--- src/design/caf_pkg.sv ---
`timescale 1ns / 1ps
// ----------------------------------------------------------------------------
// caf_pkg
// Shared types, constants and letter helpers of the frequency attack unit.
// ----------------------------------------------------------------------------
package caf_pkg;

  localparam int unsigned COUNT_BITS  = 16;
  localparam int unsigned NUM_LETTERS = 26;
  localparam int unsigned E_INDEX     = 4;
  localparam int unsigned TOP_BITS    = 16;

  localparam logic [7:0] UPPER_A = 8'h41;
  localparam logic [7:0] UPPER_Z = 8'h5a;
  localparam logic [7:0] LOWER_A = 8'h61;
  localparam logic [7:0] LOWER_Z = 8'h7a;

  localparam logic [4:0] LETTERS_5 = 5'(NUM_LETTERS);
  localparam logic [4:0] E_INDEX_5 = 5'(E_INDEX);

  typedef enum logic [1:0] {
    OP_COUNT   = 2'd0,
    OP_DECRYPT = 2'd1,
    OP_CLEAR   = 2'd2
  } caf_op_e;

  typedef struct packed {
    logic [4:0]            best_letter;
    logic [COUNT_BITS-1:0] best_count;
  } caf_hist_status_t;

  function automatic logic is_upper(input logic [7:0] ch);
    return (ch >= UPPER_A) && (ch <= UPPER_Z);
  endfunction

  function automatic logic is_lower(input logic [7:0] ch);
    return (ch >= LOWER_A) && (ch <= LOWER_Z);
  endfunction

  function automatic logic [4:0] letter_index(input logic [7:0] ch);
    logic [7:0] diff;
    diff = is_upper(ch) ? (ch - UPPER_A) : (ch - LOWER_A);
    return diff[4:0];
  endfunction

endpackage

--- src/design/caf_if.sv ---
`timescale 1ns / 1ps
// ----------------------------------------------------------------------------
// caf_if
// Valid/ready stream interfaces for input items and result items.
// ----------------------------------------------------------------------------
interface caf_in_if;
  logic       valid;
  logic       ready;
  logic [1:0] operation;
  logic [7:0] char_byte;

  modport source (output valid, output operation, output char_byte, input ready);
  modport sink   (input valid, input operation, input char_byte, output ready);
endinterface

interface caf_out_if;
  logic        valid;
  logic        ready;
  logic [7:0]  plain_byte;
  logic [4:0]  shift_used;
  logic [15:0] top_count;

  modport source (output valid, output plain_byte, output shift_used, output top_count,
                  input ready);
  modport sink   (input valid, input plain_byte, input shift_used, input top_count,
                  output ready);
endinterface

--- src/design/caf_histogram.sv ---
`timescale 1ns / 1ps
// ----------------------------------------------------------------------------
// caf_histogram
// Saturating letter counters with a running argmax, lowest letter on ties.
// ----------------------------------------------------------------------------
module caf_histogram
  import caf_pkg::*;
(
  input  logic             clk_i,
  input  logic             rst_ni,
  input  logic             count_en_i,
  input  logic             clear_i,
  input  logic [4:0]       index_i,
  output caf_hist_status_t status_o
);

  logic [COUNT_BITS-1:0] counts_q [NUM_LETTERS];
  logic [4:0]            best_letter_q;
  logic [COUNT_BITS-1:0] best_count_q;
  logic [COUNT_BITS-1:0] cur_count;
  logic [COUNT_BITS-1:0] next_count;
  logic                  new_best;

  assign cur_count  = counts_q[index_i];
  assign next_count = (&cur_count) ? cur_count : cur_count + 1'b1;
  assign new_best   = (next_count > best_count_q) ||
                      ((next_count == best_count_q) && (index_i < best_letter_q));

  always_ff @(posedge clk_i or negedge rst_ni) begin
    if (!rst_ni) begin
      for (int i = 0; i < NUM_LETTERS; i++) counts_q[i] <= '0;
      best_letter_q <= '0;
      best_count_q  <= '0;
    end else if (clear_i) begin
      for (int i = 0; i < NUM_LETTERS; i++) counts_q[i] <= '0;
      best_letter_q <= '0;
      best_count_q  <= '0;
    end else if (count_en_i) begin
      counts_q[index_i] <= next_count;
      if (new_best) begin
        best_letter_q <= index_i;
        best_count_q  <= next_count;
      end
    end
  end

  assign status_o.best_letter = best_letter_q;
  assign status_o.best_count  = best_count_q;

endmodule

--- src/design/caf_decrypt.sv ---
`timescale 1ns / 1ps
// ----------------------------------------------------------------------------
// caf_decrypt
// Derives the shift from the best letter and shifts a letter back, keeping case.
// ----------------------------------------------------------------------------
module caf_decrypt
  import caf_pkg::*;
(
  input  logic [7:0] char_byte_i,
  input  logic [4:0] best_letter_i,
  output logic [7:0] plain_byte_o,
  output logic [4:0] shift_o
);

  logic       upper;
  logic       lower;
  logic [4:0] idx;
  logic [4:0] shift;
  logic [4:0] plain_idx;
  logic [7:0] base;

  assign upper = is_upper(char_byte_i);
  assign lower = is_lower(char_byte_i);
  assign idx   = letter_index(char_byte_i);

  // best letter maps to 'e'
  assign shift = (best_letter_i >= E_INDEX_5) ? (best_letter_i - E_INDEX_5)
                                              : (best_letter_i + LETTERS_5 - E_INDEX_5);

  assign plain_idx = (idx >= shift) ? (idx - shift) : (idx + LETTERS_5 - shift);
  assign base      = upper ? UPPER_A : LOWER_A;

  assign plain_byte_o = (upper || lower) ? (base + {3'b000, plain_idx}) : char_byte_i;
  assign shift_o      = shift;

endmodule

--- src/design/caesar_frequency_attack_unit.sv ---
`timescale 1ns / 1ps
// ----------------------------------------------------------------------------
// caesar_frequency_attack_unit
// Caesar cipher breaker by letter frequency analysis over a valid/ready stream.
// ----------------------------------------------------------------------------
// Each input transaction is registered, then handled by the histogram and
// decrypt logic; one transaction is accepted per cycle unless a registered
// decrypt transaction waits while the result register holds an untaken result.
// Count transactions add a case-folded letter to 26 saturating counters and
// produce no result; clear transactions empty the histogram; decrypt
// transactions produce one result transaction holding the byte shifted back by
// (best letter - 'e') mod 26, the shift (22 while the histogram is empty) and
// the top count saturated to 16 bits. The result passes from the input register
// to the result register; a following item sees the state left by the one
// before it.
module caesar_frequency_attack_unit
  import caf_pkg::*;
(
  input  logic      clk_i,
  input  logic      rst_ni,
  caf_in_if.sink    in_i,
  caf_out_if.source out_o
);

  logic       in_valid_q;
  logic [1:0] op_q;
  logic [7:0] char_q;

  logic       out_valid_q;
  logic [7:0] plain_q;
  logic [4:0] shift_q;
  logic [TOP_BITS-1:0] top_q;

  logic       out_free;
  logic       is_decrypt;
  logic       fire;
  logic       count_en;
  logic       clear;
  logic       load_out;

  caf_hist_status_t status;
  logic [7:0]  plain_byte;
  logic [4:0]  shift;
  logic [31:0] best_wide;
  logic [TOP_BITS-1:0] top_count;

  assign out_free   = !out_valid_q || out_o.ready;
  assign is_decrypt = (op_q == OP_DECRYPT);
  assign fire       = in_valid_q && (!is_decrypt || out_free);
  assign count_en   = fire && (op_q == OP_COUNT) && (is_upper(char_q) || is_lower(char_q));
  assign clear      = fire && (op_q == OP_CLEAR);
  assign load_out   = fire && is_decrypt;
  assign in_i.ready = !in_valid_q || fire;

  always_ff @(posedge clk_i or negedge rst_ni) begin
    if (!rst_ni) begin
      in_valid_q <= 1'b0;
    end else if (in_i.ready) begin
      in_valid_q <= in_i.valid;
    end
  end

  always_ff @(posedge clk_i) begin
    if (in_i.ready && in_i.valid) begin
      op_q   <= in_i.operation;
      char_q <= in_i.char_byte;
    end
  end

  caf_histogram u_histogram (
    .clk_i      (clk_i),
    .rst_ni     (rst_ni),
    .count_en_i (count_en),
    .clear_i    (clear),
    .index_i    (letter_index(char_q)),
    .status_o   (status)
  );

  caf_decrypt u_decrypt (
    .char_byte_i   (char_q),
    .best_letter_i (status.best_letter),
    .plain_byte_o  (plain_byte),
    .shift_o       (shift)
  );

  assign best_wide = 32'(status.best_count);
  assign top_count = (best_wide > 32'h0000_ffff) ? '1 : best_wide[TOP_BITS-1:0];

  always_ff @(posedge clk_i or negedge rst_ni) begin
    if (!rst_ni) begin
      out_valid_q <= 1'b0;
    end else if (load_out) begin
      out_valid_q <= 1'b1;
    end else if (out_o.ready) begin
      out_valid_q <= 1'b0;
    end
  end

  always_ff @(posedge clk_i) begin
    if (load_out) begin
      plain_q <= plain_byte;
      shift_q <= shift;
      top_q   <= top_count;
    end
  end

  assign out_o.valid      = out_valid_q;
  assign out_o.plain_byte = plain_q;
  assign out_o.shift_used = shift_q;
  assign out_o.top_count  = top_q;

endmodule

--- src/flat_wrapper.sv ---
// flat-port wrapper written by rule: the top's interface ports become plain ports
module caesar_frequency_attack_unit_flat import caf_pkg::*;
  (clk_i, rst_ni, in_i_valid, in_i_operation, in_i_char_byte, in_i_ready, out_o_valid, out_o_plain_byte, out_o_shift_used, out_o_top_count, out_o_ready);
  caf_in_if in_i_i ();
  caf_out_if out_o_i ();
  input  logic clk_i;
  input  logic rst_ni;
  input wire logic [$bits(in_i_i.valid)-1:0] in_i_valid;
  input wire logic [$bits(in_i_i.operation)-1:0] in_i_operation;
  input wire logic [$bits(in_i_i.char_byte)-1:0] in_i_char_byte;
  output wire logic [$bits(in_i_i.ready)-1:0] in_i_ready;
  output wire logic [$bits(out_o_i.valid)-1:0] out_o_valid;
  output wire logic [$bits(out_o_i.plain_byte)-1:0] out_o_plain_byte;
  output wire logic [$bits(out_o_i.shift_used)-1:0] out_o_shift_used;
  output wire logic [$bits(out_o_i.top_count)-1:0] out_o_top_count;
  input wire logic [$bits(out_o_i.ready)-1:0] out_o_ready;
  assign in_i_i.valid = in_i_valid;
  assign in_i_i.operation = in_i_operation;
  assign in_i_i.char_byte = in_i_char_byte;
  assign in_i_ready = in_i_i.ready;
  assign out_o_valid = out_o_i.valid;
  assign out_o_plain_byte = out_o_i.plain_byte;
  assign out_o_shift_used = out_o_i.shift_used;
  assign out_o_top_count = out_o_i.top_count;
  assign out_o_i.ready = out_o_ready;
  caesar_frequency_attack_unit u_core (.clk_i(clk_i), .rst_ni(rst_ni), .in_i(in_i_i), .out_o(out_o_i));
endmodule
--- config.mk ---
export PLATFORM = sky130hd
export DESIGN_NAME = caesar_frequency_attack_unit_flat
export DESIGN_NICKNAME = d
export VERILOG_FILES = /design/src/design/caf_pkg.sv /design/src/design/caf_if.sv /design/src/design/caf_histogram.sv /design/src/design/caf_decrypt.sv /design/src/design/caesar_frequency_attack_unit.sv /design/src/flat_wrapper.sv
export SDC_FILE = /design/constraint.sdc
export NUM_CORES = 1
export LEC_CHECK = 0
export ABC_AREA = 1
export BUFFER_PORTS_ARGS = -buffer_cell sky130_fd_sc_hd__buf_4
export CAP_MARGIN = 20
export CELL_PAD_IN_SITES_DETAIL_PLACEMENT = 2
export CELL_PAD_IN_SITES_GLOBAL_PLACEMENT = 2
export CORE_MARGIN = 2
export CORE_UTILIZATION = 34
export CTS_CLUSTER_SIZE = 30
export DETAILED_ROUTE_END_ITERATION = 10
export PLACE_DENSITY = 0.82
export SYNTH_ARGS = -nofsm -noshare
export SYNTH_HDL_FRONTEND = slang
export SYNTH_SLANG_ARGS = --single-unit
export TNS_END_PERCENT = 1
--- constraint.sdc ---
create_clock -name clk_i -period 5.2 [get_ports clk_i]
set_input_delay 0 -clock clk_i [delete_from_list [all_inputs] [get_ports clk_i]]
set_output_delay 0 -clock clk_i [all_outputs]
set_load 0.01 [all_outputs]
==> results.json, run 1 <==
{
  "place.port_buffers": 44,
  "initial_utilization_pct": 34.33,
  "setup_viol_count_final": 21,
  "stdcell_count": 4258,
  "ys_async_sr_fraction_pct": 91.84,
  "finalSetupTns_ns": -3.297,
  "fin_worst_skew_ns": 0.02483,
  "grt_usage_pct": 28.76,
  "placedCellCount": 4103,
  "worst-setup-path-type": "reg2reg",
  "placement_rows": 98,
  "critical_path.reg2reg.startpoint": "u_core.char_q[1]",
  "clock_insertion_delay_worst_skew_ns": 0.64,
  "final-hold-violation-count": 0,
  "ir_worst_vdd_v": 0.0004442,
  "data_arrival_critical_path_ns": 5.90,
  "worst_path_most_repeated_cell": "sky130_fd_sc_hd__nand2_1",
  "nFillCells": 8107,
  "max_slew_violations": 0,
  "via_per_inst": 5.725,
  "synth-edff-count": 39,
  "detail_route.wirelength.met1_mm": 45.62,
  "synth_top_cells_by_area": "sky130_fd_sc_hd__dfrtp_1 45%, sky130_fd_sc_hd__nand2_1 21%, sky130_fd_sc_hd__nand3_1 9.7%, sky130_fd_sc_hd__edfxtp_1 4.8%, sky130_fd_sc_hd__o21ai_1 2.5%",
  "yosys_warnings": 0,
  "worst_setup_hold_path_clk_slew_ns": 0.06,
  "tritoncts_clock_tree": "done",
  "slew_at_the_pin_closest_to_its_max_slew_limit_ns": 1.136,
  "routed-wl-met2_mm": 55.36,
  "dp.final_hpwl_mm": 66.61,
  "synth_flop_cell": "sky130_fd_sc_hd__dfrtp_1",
  "cellLeakagePower_nw": 14.03,
  "synth_area_um2": 24500,
  "fin_hold_ws_ns": 0.09277,
  "grt_start_max_net_pins": 198,
  "antenna_found_initial": 1,
  "post_drt_wl_per_cell_um": 26.58,
  "ctsHtreeMaxLevel": 2,
  "vertical_die_dimension_um": 272.4,
  "outcome": "finished with violations",
  "drc_errors": 0,
  "synth_cells": 3223,
  "seq_area_frac_synth_pct": 49.63,
  "cts_made_buffers": 57,
  "synth-seq-cells": 478,
  "drtPass1Iterations": 5,
  "failed_checks": "setup timing",
  "top_library_cells_by_usage_in_the_layout_fill_and_taps_aside": "1,371 x sky130_fd_sc_hd__nand2_1, 470 x sky130_fd_sc_hd__nand3_1, 439 x sky130_fd_sc_hd__dfrtp_1, 149 x sky130_fd_sc_hd__buf_4, 121 x sky130_fd_sc_hd__o21ai_1",
  "first_pass_grt_wire_length_mm": 164.9,
  "finish.net_count": 3322,
  "slew_headroom_pct": 24.24,
  "synth_nets": 3283,
  "mostFrequentLayoutCell": "sky130_fd_sc_hd__nand2_1",
  "p_per_area_nw_per_um2": 392.1,
  "final_min_period_over_clock_period_pct": 103.9,
  "first_global_vias": 26580,
  "worstHoldPathType": "in2reg",
  "drt_wl_total_mm": 113.2,
  "synthDistinctLibCells": 39,
  "min_from": "in_i_operation[1]",
  "drt_first_iter_violations": 2070,
  "cp_slowest_stage_delay_ns": 0.43,
  "cts.path.max_buffers": 3,
  "yosysTopAreaCellShare_pct": 44.85,
  "ports": 45,
  "worstSetupStartpointType": "register",
  "drtAntennaViolNets": 0,
  "top_layer_used": "met5",
  "vias": 24380,
  "clkSinkCount": 478,
  "maxCapViolCount": 0,
  "area_growth_pct": 16.84,
  "post_synth.cell_area_avg_um2": 7.600,
  "met3RoutedLength_mm": 6.629,
  "clock-root-buffer": "sky130_fd_sc_hd__clkbuf_16",
  "startpoint": "u_core.char_q[1]",
  "core_area_um2": 71360,
  "diodes": 0,
  "critical_path_peak_fanout": 11,
  "reg2reg_slack_ns": -0.20,
  "worst_path_max_delay_cell": "sky130_fd_sc_hd__edfxtp_1",
  "fmaxAchievable_mhz": 185.1,
  "timing.final.crit_period_ns": 5.402,
  "fraction_of_layout_instances_using_a_drive_strength_above_1_pct": 10.43,
  "fin_ws_ns": -0.2020,
  "worst-endpoint-required_ns": 5.70,
  "die_width_um": 272.4,
  "die_area_um2": 74210,
  "rd_place_congestion": 0.9250,
  "grt_overflow": 0,
  "critPathCaptureType": "register",
  "synth_area_leader_cell": "sky130_fd_sc_hd__dfrtp_1"
}
==> power breakdown <==
part	total (mW)	leakage, nW	switching, mW	internal, mW
clock	4.07	0.911	1.73	2.34
combinational	3.07	6.66	2.19	0.878
sequential	4.08	6.46	0.148	3.94
==> state kept, by name, summed over array words and instances, names as in the netlist <==
signal                            count
u_core.out_o.plain_byte               8
u_core.out_o.valid                    1
u_core.char_q                         8
u_core.out_o.top_count               16
u_core.op_q                           2
u_core.u_histogram.best_count_q      16
u_core.out_o.shift_used               5
u_core.u_histogram.counts_q         416
u_core.u_histogram.best_letter_q      5
u_core.in_valid_q                     1
==> logic make-up after synthesis <==
group | after synthesis | synth area share [%]
simple gates | 2109 | 36.19
flops | 478 | 49.63
fa+ha+maj | 46 | 2.442
compound gates | 241 | 5.190
buf+inv | 334 | 6.012
xor+xnor | 15 | 0.5363
==> area by class of cell <==
class                   instances  area, um2  area share, %
flip-flops and latches        478      12160          42.48
clock inverters                19      161.4         0.5640
clock buffers                  86       1698          5.933
repair inverters                1      7.507        0.02623
inverters                     123      483.0          1.688
well taps                     950       1189          4.153
repair buffers                190       1884          6.584
multi-input cells            2411      11040          38.58
==> per-layer routing <==
layer,track usage [%],up-vias
li1,-,10520
met1,35.94,12780
met2,49.91,782
met3,3.941,288
met4,11.84,2
met5,0,-
==> synth_stat cells (23+ instances only) <==
cell type	instances
sky130_fd_sc_hd__buf_4	24
sky130_fd_sc_hd__o21ai_1	121
sky130_fd_sc_hd__edfxtp_1	39
sky130_fd_sc_hd__ha_1	43
sky130_fd_sc_hd__dfrtp_1	439
sky130_fd_sc_hd__buf_2	103
sky130_fd_sc_hd__nand3_1	473
sky130_fd_sc_hd__buf_1	23
sky130_fd_sc_hd__o21ai_0	76
sky130_fd_sc_hd__nand2_1	1381
sky130_fd_sc_hd__clkbuf_1	61
sky130_fd_sc_hd__inv_1	113
sky130_fd_sc_hd__nand4_1	90
sky130_fd_sc_hd__nor2_1	122
==> critical path: cells and delay by family (launching register included) <==
family / cells / cell delay, ns
compound gates: 3 / 0.43
fa+ha+maj: 2 / 0.37
buf+inv: 8 / 1.06
flops: 1 / 0.43
simple gates: 18 / 2.96
==> stage by stage <==
step	utilization [%]	instance area [um2]	setup WS, ns	power, mW
after floorplan	-	24520	0.01189	5.773
after global placement	36.27	25880	0.1565	6.685
after detailed placement	36.27	25880	-0.1795	6.890
after CTS	39.35	28080	0.01814	11.04
after global routing	40.10	28620	-0.3618	11.67
final	40.10	28620	-0.2020	11.22
==> path summary, 6_finish.rpt <==
| kind | endpoint | cells past startpoint |
|---|---|---|
| min in group asynchronous | u_core.u_histogram.counts_q[194] | 3 |
| max reg2reg | u_core.u_histogram.best_count_q[6] | 31 |
| max | u_core.u_histogram.best_count_q[6] | 31 |
| min | u_core.op_q[1] | 2 |
| min reg2reg | u_core.u_histogram.counts_q[332] | 2 |
| max in group asynchronous | u_core.u_histogram.counts_q[185] | 4 |
==> what timing repair did <==
action / in CTS / in global routing
buffers inserted: 8 / 14
pin swaps: 2 / 8
resized for setup: 10 / 51
hold buffers: 15 / 0
endpoints found under the setup margin: 20 / 21
hold endpoints to repair: 81 / 0
cloned: 3 / 8
No activity file was read; power rests on OpenSTA's default activity.
==> run 2, diff against run 1 <==
--- a/config.mk
+++ b/config.mk
@@ -10,6 +10,7 @@
 export CAP_MARGIN = 20
 export CELL_PAD_IN_SITES_DETAIL_PLACEMENT = 2
 export CELL_PAD_IN_SITES_GLOBAL_PLACEMENT = 2
+export CORE_ASPECT_RATIO = 0.6
 export CORE_MARGIN = 2
 export CORE_UTILIZATION = 34
 export CTS_CLUSTER_SIZE = 30
==> run 2 against run 1 <==
Net effect: the flow finishes with violations (hold timing); clock-buffer cell count is 13 lower; combinational power is 4% higher; sequential power is 1% higher; utilization is 0.41 points lower; clock skew is 0.0076 ns higher; wire length is 1.6% higher; design area is 0.83% lower; worst hold slack worse by 0.098 ns; critical endpoint is now u_core.u_histogram.best_count_q[11]; largest cell class unchanged; largest power group unchanged.
==> results.json, run 2 (same netlist as run 1, synthesis figures left out) <==
{
  "cp_slowest_stage_delay_ns": 0.41,
  "worstSetupStartpointType": "register",
  "failed_checks": "hold timing",
  "vias": 24530,
  "worst-r2r-cell-count": 30,
  "cts_made_buffers": 50,
  "clock_insertion_delay_worst_skew_ns": 0.66,
  "finish.net_count": 3300,
  "data_arrival_critical_path_ns": 5.67,
  "crit_path_end": "u_core.u_histogram.best_count_q[11]",
  "ir_worst_vdd_v": 0.0002290,
  "rr_endpoint": "u_core.u_histogram.best_count_q[11]",
  "final-hold-violation-count": 1,
  "multi_input_comb_area_um2": 11150,
  "finalSetupTns_ns": 0,
  "core_area_um2": 71510,
  "timing.final.crit_period_ns": 5.142,
  "slew_headroom_pct": 27.02,
  "fin_worst_skew_ns": 0.03239,
  "drt_wl_total_mm": 115.0,
  "dp.final_hpwl_mm": 70.77,
  "reg2reg_slack_ns": 0.06,
  "fmaxAchievable_mhz": 194.5,
  "clock-root-buffer": "sky130_fd_sc_hd__clkbuf_16",
  "first_global_vias": 25760,
  "via_per_inst": 5.765,
  "p_per_area_nw_per_um2": 387.9,
  "clkSinkCount": 478,
  "totalPowerFinal_mw": 11.01,
  "critical_path.reg2reg.startpoint": "u_core.char_q[0]",
  "drt_first_iter_violations": 2764,
  "fraction_of_layout_instances_using_a_drive_strength_above_1_pct": 10.21,
  "grt_start_max_net_pins": 158,
  "nFillCells": 8174,
  "tritoncts_clock_tree": "done",
  "worst-endpoint-required_ns": 5.73,
  "dpl_cell_area_um2": 25770,
  "worst-setup-path-type": "reg2reg",
  "max_reg_flops": 416,
  "dpl_worst_slack_ns": -0.1697,
  "post_drt_wl_per_cell_um": 27.03,
  "fin_hold_ws_ns": -0.005311,
  "outcome": "finished with violations",
  "grt_usage_pct": 30.20,
  "top_library_cells_by_usage_in_the_layout_fill_and_taps_aside": "1,370 x sky130_fd_sc_hd__nand2_1, 464 x sky130_fd_sc_hd__nand3_1, 439 x sky130_fd_sc_hd__dfrtp_1, 131 x sky130_fd_sc_hd__buf_4, 119 x sky130_fd_sc_hd__o21ai_1",
  "grt_overflow": 0,
  "regMostFlops": "u_core.u_histogram.counts_q",
  "setup_viol_count_final": 0,
  "max_slew_violations": 0,
  "area_growth_pct": 15.86,
  "fin_ws_ns": 0.05759,
  "final_min_period_over_clock_period_pct": 98.89,
  "ports": 45,
  "cellLeakagePower_nw": 13.85,
  "worst_setup_hold_path_clk_slew_ns": 0.07,
  "critical_path_peak_fanout": 11,
  "mostFrequentLayoutCell": "sky130_fd_sc_hd__nand2_1",
  "diodes": 0,
  "rd_place_congestion": 0.9092,
  "drtPass1Iterations": 5,
  "drtAntennaViolNets": 0,
  "drc_errors": 0,
  "maxCapViolCount": 0,
  "vertical_die_dimension_um": 211.9,
  "critPathCaptureType": "register",
  "place.port_buffers": 44,
  "worst_path_most_repeated_cell": "sky130_fd_sc_hd__nand2_1",
  "die_area_um2": 74280,
  "final-seq-area_um2": 12160,
  "slew_at_the_pin_closest_to_its_max_slew_limit_ns": 1.091,
  "die_width_um": 350.5,
  "worst_path_max_delay_cell": "sky130_fd_sc_hd__edfxtp_1",
  "antenna_found_initial": 2,
  "ctsHtreeMaxLevel": 2,
  "placement_rows": 76,
  "worstHoldPathType": "in2async",
  "initial_utilization_pct": 34.26,
  "fin_area_um2": 28380,
  "startpoint": "u_core.char_q[0]",
  "cts.path.max_buffers": 3,
  "first_pass_grt_wire_length_mm": 168.7
}
-- run 2: cell types whose count changed in the layout (fill, tap and decap cells not counted), moves of 4 or more --
cell,previous run,this run
sky130_fd_sc_hd__clkbuf_8,12,6
sky130_fd_sc_hd__nand3_1,470,464
sky130_fd_sc_hd__nand3_2,5,11
sky130_fd_sc_hd__clkbuf_16,67,56
sky130_fd_sc_hd__nor2_4,11,16
sky130_fd_sc_hd__buf_6,2,6
sky130_fd_sc_hd__buf_4,149,131
-- run 2: layout make-up --
cell class / count / share of cell area [%]
inverters: 123 / 1.728
repair inverters: 2 / 0.05731
clock buffers: 73 / 4.999
well taps: 975 / 4.298
flip-flops and latches: 478 / 42.83
clock inverters: 19 / 0.6084
multi-input cells: 2411 / 39.28
repair buffers: 174 / 6.198
-- run 2: worst min path at each step --
stage	start	end	slack (ns)	cells past startpoint
3_3_place_gp	rst_ni	u_core.out_o.valid	0.12	1
6_report	rst_ni	u_core.out_o.valid	-0.005	2
3_5_place_dp	rst_ni	u_core.out_o.valid	0.13	1
4_1_cts	rst_ni	u_core.out_o.valid	0.04	2
2_1_floorplan	rst_ni	u_core.in_valid_q	-0.30	0
5_1_grt	rst_ni	u_core.out_o.valid	0.09	2
-- run 2: power by group --
part           total, mW  switching, mW  internal [mW]
Sequential          4.12          0.186           3.93
Combinational       3.19           2.29          0.895
Clock               3.70           1.71           2.00
Total               11.0           4.18           6.83
-- run 2: routing by layer --
| layer | up-vias | routed length, um | global-route usage (%) |
|---|---|---|---|
| li1 | 10470 | - | - |
| met1 | 12930 | 53910 | 45.14 |
| met2 | 965 | 49420 | 44.66 |
| met3 | 166 | 9245 | 5.623 |
| met4 | 2 | 2411 | 7.577 |
| met5 | - | 13 | 0 |
-- run 2: stage by stage --
stage	util [%]	std cells
floorplan	-	3223
global placement	36.02	4104
detailed placement	36.04	4106
CTS	38.79	4224
global route	39.69	4255
finish	39.69	4255
-- run 2: critical path: cells and delay by family, from the launching register on --
family,cells,cell delay (ns)
buffers and inverters,9,1.28
adders and majority gates,2,0.68
and+or+nand+nor,17,2.27
AOI/OAI and AO/OA,2,0.35
DFF,1,0.41
-- run 2: repair_timing --
| item | 4_1_cts | 5_1_grt |
|---|---|---|
| gates resized for setup | 14 | 72 |
| hold buffers | 13 | 0 |
| endpoints found under the setup margin | 21 | 21 |
| buffers inserted | 9 | 20 |
| pin swaps | 2 | 14 |
| gates cloned | 4 | 6 |
| endpoints found under the hold margin | 121 | 0 |
